## config.mk

```make
export PLATFORM = sky130hd
export DESIGN_NAME = drim_ram
export DESIGN_NICKNAME = d
export VERILOG_FILES = /design/src/rtl/drim_ram.sv
export SDC_FILE = /design/constraint.sdc
export NUM_CORES = 1
export LEC_CHECK = 0
export ABC_AREA = 1
export BUFFER_PORTS_ARGS = -buffer_cell sky130_fd_sc_hd__buf_2
export CAP_MARGIN = 0
export CORE_UTILIZATION = 35
export DETAILED_ROUTE_END_ITERATION = 8
export PLACE_DENSITY = 0.47
export SLEW_MARGIN = 20
export SYNTH_ARGS = -nofsm -noshare
export SYNTH_HDL_FRONTEND = slang
export SYNTH_SLANG_ARGS = --single-unit
```

## constraint.sdc

```tcl
create_clock -name clk -period 1.6 [get_ports clk]
set_input_delay 0.32 -clock clk [delete_from_list [all_inputs] [get_ports clk]]
set_output_delay 0.32 -clock clk [all_outputs]
set_load 0.03 [all_outputs]
```

## src/rtl/drim_ram.sv

```systemverilog
`timescale 1ns / 1ps
// ----------------------------------------------------------------------------
// drim_ram: generic simple dual-port RAM
// One write port, one read port with registered read data.
// ----------------------------------------------------------------------------
module drim_ram #(
	parameter  int WIDTH  = 8,
	parameter  int DEPTH  = 16,
	localparam int ADDR_W = (DEPTH > 1) ? $clog2(DEPTH) : 1
) (
	input  logic              clk,
	input  logic              we,
	input  logic [ADDR_W-1:0] waddr,
	input  logic [WIDTH-1:0]  wdata,
	input  logic [ADDR_W-1:0] raddr,
	output logic [WIDTH-1:0]  rdata
);

	logic [WIDTH-1:0] mem [DEPTH];

	// Write, then register the read word
	always_ff @(posedge clk) begin
		if (we) begin
			mem[waddr] <= wdata;
		end
		rdata <= mem[raddr];
	end

endmodule

```

==> flow_metrics.tcl <==
set metrics [dict create \
    ys_ff_latch 136 \
    synth_seq_area_share_pct 69.43 \
    gp_congestion 0.7458 \
    synth_edf_count 128 \
    hold_path_depth 3 \
    diodes 0 \
    yosys-mux-area-fraction_pct 0 \
    nets 614 \
    finalWirelength_microns 13820 \
    clock_path_buffers 2 \
    vias 3744 \
    tightest_slew_ps 395.2 \
    crit_path_max_incr_delay_ps 390 \
    timing.fmax_mhz 741.7 \
    clock_latency_ps 410 \
    p_switching_uw 1917 \
    io_pins 26 \
    portBuffers 25 \
    grt_pass1_vias 3585 \
    clk_pin_slew_ps 60 \
    ant_nets 0 \
    yosys_warnings 0 \
    rows 46 \
    yosys.area.top_type "edfxtp_1" \
    p_leak_uw 0.002965 \
    cpLargestDelayFamily "flip-flops" \
    crit_fanout 1 \
    cap_viol_max_count 0 \
    holdBufCountCts 0 \
    drtIter0Drc 313 \
    grt_start_max_net_pins 65 \
    hold_violations 0 \
    grt-ovfl-total 0 \
    htree_levels 4 \
    reg2reg_depth 6 \
    final_layout_size_suffix_gt1_share_pct 13.79 \
    synth_cells 551 \
    slew_headroom_pct 73.65 \
    holdCritPathClass "in -> reg" \
    area_growth_pct 19.61 \
    drtPass1Iterations 5 \
    core_area_sq_um 16000 \
    antenna_found_initial 0 \
    netSwitchingFraction_pct 21.72 \
    synthAdderAreaFrac_pct 0 \
    synthDistinctLibCells 12 \
    synth.avg_cell_area_sq_um 10.47 \
    cts_resized 0 \
    yosysMostFrequentCell "nand2_1" \
    crit_path_top_delay_cell "dfxtp_1" \
    setup_violations 0 \
    start_kind "flop" \
    crit_path_end_kind "primary output" \
    die_h_microns 130.4 \
    dp.final_hpwl_microns 8426 \
    p_clk_share_pct 48.3 \
    cts_sinks 136 \
    seqPwrFrac_pct 45.4 \
    cts_buffers 17 \
    post-cts-setup-buffers 0 \
    grt_pass1_wl_microns 21370 \
    ir_drop_mv 0.8140 \
    criticalPathCategory "reg -> out" \
    cts_tree "yes" \
    synth-simple-area-share_pct 21.05 \
    crit_arrival_ps 1030 \
    finClkSkew_ps 4.501 \
    synth-async-reset-ratio_pct 0 \
    die_area_sq_um 16990 \
    synth_top_family_by_area "simple AND/OR/NAND/NOR gates" \
    cp.required_ps 1280 \
    path_depth 1 \
    initial_core_util_pct 36.04 \
    grt_usage_pct 17.93 \
    status "complete, no violations" \
    crit_chain "buf_2" \
    synth-compound-area-share_pct 0 \
    worst_hold_slack_ps 295.3 \
    synth.area.top_cells "edfxtp_1, nand2_1, nand3_1, inv_1, dfxtp_1" \
    fin_tns_setup_ps 0 \
    power.internal_uw 6912 \
    finalMaxSlewViolations 0 \
    die_w_microns 130.4 \
    power.density_nw_per_um2 1280 \
    syn_nets 569 \
    drc 0 \
    synth_top_cell_area_share_pct 66.65 \
    comb_power_share_pct 6.3 \
    rsz0062_at_grt "no" \
    post-route-period-util_pct 84.27 \
    synth_xor_area_share_pct 0 \
    wl_per_cell_microns 16.75 \
    cts_root_buf "clkbuf_16" \
    yosys-top-cells-count "nand2_1, edfxtp_1, inv_1" \
    path_buf_inv 1 \
    finalCriticalPeriod_ps 1348 \
    vias_per_cell 4.538 \
    synthFlopType "edfxtp_1" \
    mappedNetlistArea_sq_um 5767 \
]
## per-layer routing
metal  vias to the layer above  wire (microns)  global-route usage [%]
met5                         -               0                       0
met4                         0             239                   6.356
met3                        19             529                   3.813
met2                        80            6467                   28.38
met1                      1785            6580                   24.42
li1                       1860               -                       -
## worst register-to-register path: cells and delay by family (launching register included)
kind / cells / cell delay (ps)
flops: 1 / 370
simple gates: 5 / 510
buf+inv: 1 / 60
## power by group through the flow
| stage | clock network [uW] | registers, uW | logic (uW) |
|---|---|---|---|
| 2_1_floorplan | 0 | 4120 | 281 |
| 3_3_place_gp | 0 | 4090 | 556 |
| 3_5_place_dp | 0 | 4090 | 560 |
| 4_1_cts | 4310 | 4010 | 562 |
| 5_1_grt | 4460 | 4010 | 611 |
| 6_report | 4270 | 4010 | 552 |
## area by class of cell
class	instances	area [sq um]
fill	1554	9102
sequential	136	4004
multi-input combinational	289	1214
clock buffer	17	425.4
inverter	102	382.9
timing repair buffer	50	375.4
tap	216	270.3
clock inverter	15	226.5
## placed cells by master, fill, tap and decap left out
cell type / synthesis / final
buf_4: 4 / 20
clkinv_4: 0 / 2
nand3_1: 97 / 97
bufinv_16: 0 / 5
nand2_1: 173 / 173
inv_1: 100 / 100
clkbuf_16: 0 / 17
inv_2: 2 / 2
dfxtp_1: 8 / 8
nand3b_1: 2 / 2
edfxtp_1: 128 / 128
nor2_1: 17 / 17
clkinv_2: 0 / 1
inv_6: 0 / 1
clkinvlp_4: 0 / 6
buf_2: 13 / 25
buf_12: 0 / 5
## metrics by stage
step | cells | util [%] | total power, uW | worst slack, ps | area, sq um
2_1_floorplan | 551 | - | 4404 | 329.2 | 5767
3_3_place_gp | 793 | 39.04 | 4641 | 125.8 | 6246
3_5_place_dp | 793 | 39.04 | 4645 | 145.7 | 6246
4_1_cts | 825 | 43.11 | 8880 | 220.6 | 6898
5_1_grt | 825 | 43.11 | 9088 | 224.5 | 6898
6_report | 825 | 43.11 | 8830 | 251.7 | 6898
## logic make-up (layout without fill, tap and decap cells)
family        after synthesis  count (layout)
buf+inv                   126             184
flops                     136             136
simple gates              289             289
## sequential cells by signal (all words and copies together), names as in the netlist
register	count
mem	128
rdata	8
## final timing paths
path | start | end | slack, ps
worst min-delay path | raddr[3] | rdata[2]$_DFF_P_ | 300
worst max register to register | mem[1][7]$_DFFE_PP_ | rdata[7]$_DFF_P_ | 550
worst max-delay path | rdata[5]$_DFF_P_ | rdata[5] | 250
worst min register to register | mem[11][0]$_DFFE_PP_ | rdata[0]$_DFF_P_ | 670
Power figures use the tool's default switching activity.
