File: config.mk
export PLATFORM = sky130hd
export DESIGN_NAME = drim_rank
export DESIGN_NICKNAME = d
export VERILOG_FILES = /design/src/rtl/drim_pkg.sv /design/src/rtl/drim_rank.sv
export SDC_FILE = /design/constraint.sdc
export NUM_CORES = 1
export LEC_CHECK = 0
export ABC_AREA = 0
export CORE_ASPECT_RATIO = 0.6
export CORE_MARGIN = 4
export CORE_UTILIZATION = 28
export CTS_CLUSTER_SIZE = 14
export DETAILED_ROUTE_END_ITERATION = 8
export DONT_BUFFER_PORTS = 1
export GPL_TIMING_DRIVEN = 0
export SLEW_MARGIN = 5
export SYNTH_ARGS = -nofsm -noshare
export SYNTH_HDL_FRONTEND = slang
export SYNTH_SLANG_ARGS = --single-unit
export TNS_END_PERCENT = 5
File: constraint.sdc
create_clock -name clk -period 18.85 [get_ports clk]
set_clock_uncertainty 0.2 [all_clocks]
set_input_delay 0.9425 -clock clk [delete_from_list [all_inputs] [get_ports clk]]
set_output_delay 0.9425 -clock clk [all_outputs]
set_load 0.05 [all_outputs]
File: src/rtl/drim_pkg.sv
`timescale 1ns / 1ps
// ----------------------------------------------------------------------------
// drim_pkg: shared types and constants of the deleted-row index mapper
// Field widths, action and status codes, sequencer states and saturating add.
// ----------------------------------------------------------------------------
package drim_pkg;

	localparam int ROW_W             = 63;
	localparam int ACT_W             = 2;
	localparam int DELS_W            = 11;
	localparam int STAT_W            = 3;
	localparam int MAX_DELETIONS_DEF = 1024;

	typedef logic [ROW_W-1:0] row_t;

	typedef enum logic [ACT_W-1:0] {
		ACT_CLEAR = 2'd0,
		ACT_LOAD  = 2'd1,
		ACT_MAP   = 2'd2,
		ACT_RANGE = 2'd3
	} action_t;

	typedef enum logic [STAT_W-1:0] {
		STAT_OK         = 3'd0,
		STAT_FULL       = 3'd1,
		STAT_NOT_ASC    = 3'd2,
		STAT_END_BEFORE = 3'd3,
		STAT_EXCEED     = 3'd4
	} status_t;

	// Binary search engine states
	typedef enum logic [1:0] {
		RK_IDLE,
		RK_ADDR,
		RK_CMP,
		RK_DONE
	} rank_state_t;

	// Item sequencer states
	typedef enum logic [3:0] {
		SQ_IDLE,
		SQ_EXEC,
		SQ_MAP_START,
		SQ_MAP_WAIT,
		SQ_RG_END_START,
		SQ_RG_END_WAIT,
		SQ_RG_POS_START,
		SQ_RG_POS_WAIT,
		SQ_RG_CHECK,
		SQ_RG_ADD,
		SQ_EMIT
	} seq_state_t;

	// Search request from the sequencer to the rank engine
	typedef struct packed {
		logic start;
		logic or_equal;
	} rank_req_t;

	// Add two row values and clamp at the largest row value
	function automatic row_t sat_add_row(row_t a, row_t b);
		logic [ROW_W:0] s;
		s = {1'b0, a} + {1'b0, b};
		return s[ROW_W] ? {ROW_W{1'b1}} : s[ROW_W-1:0];
	endfunction

endpackage

File: src/rtl/drim_rank.sv
`timescale 1ns / 1ps
// ----------------------------------------------------------------------------
// drim_rank: binary search rank engine
// Counts table entries below (or at or below) a key; each probe addresses the table in RK_ADDR and compares in RK_CMP.
// ----------------------------------------------------------------------------
module drim_rank #(
	parameter  int MAX_DELETIONS = drim_pkg::MAX_DELETIONS_DEF,
	localparam int CNT_W  = $clog2(MAX_DELETIONS + 1),
	localparam int ADDR_W = (MAX_DELETIONS > 1) ? $clog2(MAX_DELETIONS) : 1
) (
	input  logic                       clk,
	input  logic                       arst_n,
	input  drim_pkg::rank_req_t        req,
	input  logic [drim_pkg::ROW_W-1:0] key,
	input  logic [CNT_W-1:0]           count,
	output logic                       done,
	output logic [CNT_W-1:0]           rank,
	output logic [ADDR_W-1:0]          raddr,
	input  logic [drim_pkg::ROW_W-1:0] rdata
);
	import drim_pkg::*;

	rank_state_t      state_q, state_d;
	logic [CNT_W-1:0] lo_q, hi_q, lo_d, hi_d;
	logic [CNT_W-1:0] mid;
	row_t             key_q;
	logic             or_equal_q;
	logic             goes_left;

	// Probe the middle of the half-open interval
	assign mid   = lo_q + ((hi_q - lo_q) >> 1);
	assign raddr = mid[ADDR_W-1:0];
	assign rank  = lo_q;

	assign goes_left = or_equal_q ? (rdata <= key_q) : (rdata < key_q);

	// Next state and interval update
	always_comb begin
		state_d = state_q;
		lo_d    = lo_q;
		hi_d    = hi_q;
		done    = 1'b0;
		unique case (state_q)
			RK_IDLE: begin
				if (req.start) begin
					lo_d    = '0;
					hi_d    = count;
					state_d = (count != '0) ? RK_ADDR : RK_DONE;
				end
			end
			RK_ADDR: begin
				state_d = RK_CMP;
			end
			RK_CMP: begin
				if (goes_left) begin
					lo_d = mid + 1'b1;
				end else begin
					hi_d = mid;
				end
				state_d = (lo_d < hi_d) ? RK_ADDR : RK_DONE;
			end
			RK_DONE: begin
				done    = 1'b1;
				state_d = RK_IDLE;
			end
			default: state_d = RK_IDLE;
		endcase
	end

	// State register
	always_ff @(posedge clk or negedge arst_n) begin
		if (!arst_n) begin
			state_q <= RK_IDLE;
		end else begin
			state_q <= state_d;
		end
	end

	// Hold the search interval and key
	always_ff @(posedge clk) begin
		lo_q <= lo_d;
		hi_q <= hi_d;
		if (state_q == RK_IDLE && req.start) begin
			key_q      <= key;
			or_equal_q <= req.or_equal;
		end
	end

endmodule

==> results list <==
- Netlist Area Pre-Place: a little over 6000 um^2
* IO Port Bufs: 0
- The first global-routing pass estimated roughly 24 mm of wire.
- Proportion of synthesized chip area in sequential cells: 0.429
- Final net count: 828
- sky130_fd_sc_hd__edfxtp_1 takes more of the synthesized area than any other cell.
- CTS tree: done
- Die Area: ~24000 um^2
- After detailed routing, the average wire length per cell comes to approximately 18 um.
* Clock latency on the worst-skew pair: 0.34 ns
* Required time at the worst-slack endpoint: about 19 ns
- The critical path runs through a total of 24 cells.
- Among all cell types in the netlist, the one instantiated most often is sky130_fd_sc_hd__ha_1.
- In the synthesized netlist the dominant register cell turns out to be sky130_fd_sc_hd__edfxtp_1.
- The max-slew violation total from the final report is 0.
- Sum of net half-perimeters after detailed placement: 13.5 mm
- IO Count: 163
* Tightest Pin Transition: between 1 and 1.5 ns
- After routing, the total negative slack on setup checks comes to 0 ns.
* Core Area: 21300 um^2
- Area contributors post-synth: sky130_fd_sc_hd__edfxtp_1, sky130_fd_sc_hd__ha_1, sky130_fd_sc_hd__inv_1, sky130_fd_sc_hd__mux2i_1, sky130_fd_sc_hd__a21oi_1
- Post-synthesis instance total: 574
* Area growth syn-to-layout: 13.1%
* Layout cell share with drive strength beyond 1: 0.0737
- In the routed layout, each cell is associated on average with a via count of 4.80.
- TritonCTS created 9 clock buffers.
- Global route total overflow: 0
- Measured against its own limit, the worst slew margin works out to 0.323.
- Timing would allow up to 150 MHz.
* Remaining DRCs: 0
- The share of synthesized area in the top cell type comes to 0.421.
* Starting Density: 0.288
- Synthesis produced a netlist with a net count of between 800 and 900.
* Hold violation count in the final report: 0
- Avg Cell Area, Syn: 10.7 um^2
- Total buffers and inverters traversed by the critical path: 3
- The detailed router placed 4210 vias in this run.
- Final number of setup-violating endpoints: 0
* Final critical-path share of the clock period: 0.355
- Largest family of logic cells by synthesized area: adder cells
* Pin count of the biggest net entering global routing: 17
* Number of fillers in the final layout: roughly 2100
- Buffers inserted to repair hold after CTS numbered 0.
* R2R depth: 24
* DR iter-0 viols: between 200 and 250
* Clock net sink count: 88
* Die extent in y: 123 um
- Count of standard-cell rows: 41
- The H-tree generated during clock tree synthesis spans 3 levels.
- The first detailed-routing pass took 5 iterations.
- Data on the critical path arrives at its endpoint at about 6.7 ns.
* Cell at the root of the clock tree: sky130_fd_sc_hd__clkbuf_16
- After layout, the worst setup slack is 12.17 ns.
* Highest fanout seen on the critical path: 5
- GP Congestion: roughly 0.80
- Series of cell instances along the critical path: inv_1, ha_1, inv_1, o21bai_1, a21oi_1, nand2b_1, a21boi_0, o31a_1, nor2_1, xnor2_1, ha_1, inv_1, or3_1, o211ai_2, nand4_1, nor4b_2, xor2_1, mux2_1, ha_1, a21oi_1, o22a_1, o31ai_1, or4b_1, o211a_1
- The synthesized design contains between 80 and 90 register bits.
- Total of warnings raised by yosys: 0
- OpenSTA, run right after detailed placement, puts the worst setup slack at approximately 12 ns.
- Gates resized during post-CTS repair numbered 0.
- For this run, the slowest stage of the critical path takes 0.75 ns.
- By startpoint and endpoint, the worst setup path is classified as reg2reg.
- Horizontal extent of the die: 199 um
* Worst hold path type: in2async
- Number of enable-type register cells in the synthesized netlist: 86
- Slowest cell on the critical path: sky130_fd_sc_hd__edfxtp_1
* Post-synthesis compound-gate area fraction: 0.117
* Time the final worst path needs with I/O delays and setup: 6.68 ns
- Setup repair after global routing left no endpoint under its margin.
* Multiplexer fraction of the synthesized cell area: 0.0365
- Of the total synthesized cell area, the portion taken by XOR and XNOR cells is 0.0326.
- Max clock buf depth: 2
- Post-synthesis simple-gate area fraction: 0.129
- Routed Antenna Nets: 0
* Critical path capture point type: flip-flop
- In this run the post-CTS setup repair buffer count came out at 0.
- Across the run, the number of max-cap violations was 0.
- Unique masters post-synth: 64
- In this run the cell area measured after placement is 6580 um^2.
* Drt total wl: ~16 mm
* Ys async rst share: 0.0227
- Ranked by instance count, the synthesized netlist is headed by sky130_fd_sc_hd__ha_1, sky130_fd_sc_hd__inv_1, sky130_fd_sc_hd__edfxtp_1.
- Crit start category: flip-flop
- Of the total synthesized cell area, the portion taken by full adders, half adders and majority gates is 0.196.
* Number of antenna violations at the first check in global routing: 3
* Via count of the first global-routing pass: 4003
* Delay-heaviest family, CP: compound AO/OA/AOI/OAI gates
* Design area: slightly below 7000 um^2
- Overall track demand over capacity in global routing: 0.130
- The flow ran to the end, and the final reports show no timing, DRC or antenna violations.
- Clock transition at path regs: 0.06 ns
==> layout make-up <==
class / instances / area [um^2] / area share
antenna: 1 / 2.50 / 0.000361
clock buffer: 9 / 225 / 0.0325
sequential: 88 / 2630 / 0.380
buffer: 6 / 37.5 / 0.00541
inverter: 88 / 330 / 0.0476
timing repair buffer: 7 / 78.8 / 0.0114
multi-input combinational: 392 / 3150 / 0.455
clock inverter: 7 / 126 / 0.0182
tap: 279 / 349 / 0.0503
==> cells by family (layout without fill, tap and decap cells) <==
logic type | after synthesis | after routing
fa+ha+maj | 95 | 95
flops | 88 | 88
compound gates | 106 | 106
other cells | 0 | 1
buf+inv | 94 | 117
mux | 22 | 22
simple gates | 147 | 147
xor+xnor | 22 | 22
==> path summary, 6_finish.rpt <==
kind	endpoint	start	slack, ns
worst max register to register	state_q[1]	rank[1]	12.17
worst max-delay path	state_q[1]	rank[1]	12.17
max in group asynchronous	state_q[0]	arst_n	18.29
worst min register to register	state_q[0]	state_q[0]	0.45
worst min-delay path	state_q[1]	arst_n	0.09
min in group clk	state_q[0]	state_q[0]	0.45
==> placed cells by master, fill, tap and decap left out, types with 3 or more instances in the layout <==
cell type                   instances
sky130_fd_sc_hd__o21a_1             3
sky130_fd_sc_hd__inv_1             88
sky130_fd_sc_hd__a21oi_1           33
sky130_fd_sc_hd__nand2_1           41
sky130_fd_sc_hd__a211oi_1           5
sky130_fd_sc_hd__nor2b_1           12
sky130_fd_sc_hd__nand4_1           13
sky130_fd_sc_hd__o21ai_0           14
sky130_fd_sc_hd__o211ai_1           6
sky130_fd_sc_hd__xnor2_2            3
sky130_fd_sc_hd__a221oi_1           4
sky130_fd_sc_hd__buf_6              7
sky130_fd_sc_hd__mux2i_1           19
sky130_fd_sc_hd__o21ai_1           10
sky130_fd_sc_hd__xnor2_1           14
sky130_fd_sc_hd__ha_1              93
sky130_fd_sc_hd__nand3_1            9
sky130_fd_sc_hd__nor2_1            21
sky130_fd_sc_hd__clkbuf_16          9
sky130_fd_sc_hd__bufinv_16          3
sky130_fd_sc_hd__edfxtp_1          86
sky130_fd_sc_hd__a21o_1             8
sky130_fd_sc_hd__xor2_1             5
sky130_fd_sc_hd__nor3_1             9
sky130_fd_sc_hd__nor4_1             5
sky130_fd_sc_hd__and3_1             5
sky130_fd_sc_hd__nand2b_1           6
sky130_fd_sc_hd__clkbuf_1           4
sky130_fd_sc_hd__or3_1              4
==> metrics by stage <==
| stage | hold slack [ns] | utilization | std cells |
|---|---|---|---|
| 6_report | 0.0906 | 0.326 | 877 |
| 5_1_grt | 0.0541 | 0.326 | 877 |
| 4_1_cts | 0.0625 | 0.326 | 876 |
| 3_5_place_dp | 0.439 | 0.309 | 860 |
| 3_3_place_gp | 0.399 | 0.304 | 853 |
| 2_1_floorplan | 0.306 | - | 574 |
==> per-layer routing <==
layer / vias to the layer above / track usage / routed length, um
met5: - / 0 / 28
met4: 4 / 0.0286 / 121
li1: 2131 / - / -
met1: 1933 / 0.192 / 7920
met3: 13 / 0.0590 / 1470
met2: 129 / 0.171 / 6350
==> sequential cells by signal, indices dropped and copies added (netlist names) <==
signal	count
state_q	2
key_q	63
rank	11
or_equal_q	1
hi_q	11
==> worst reg2reg max path: cells and delay by family (launching register included) <==
kind	cells	cell delay (ns)
multiplexers	1	0.32
flip-flops	1	0.75
adder cells (fa/ha/maj)	3	1.00
buffers and inverters	3	0.32
AO/OA/AOI/OAI	9	2.04
XOR/XNOR	2	0.20
AND/OR/NAND/NOR	6	1.74
Power is not shown: default switching activity piles up to over one toggle a cycle in this logic, so the estimate is an artifact.
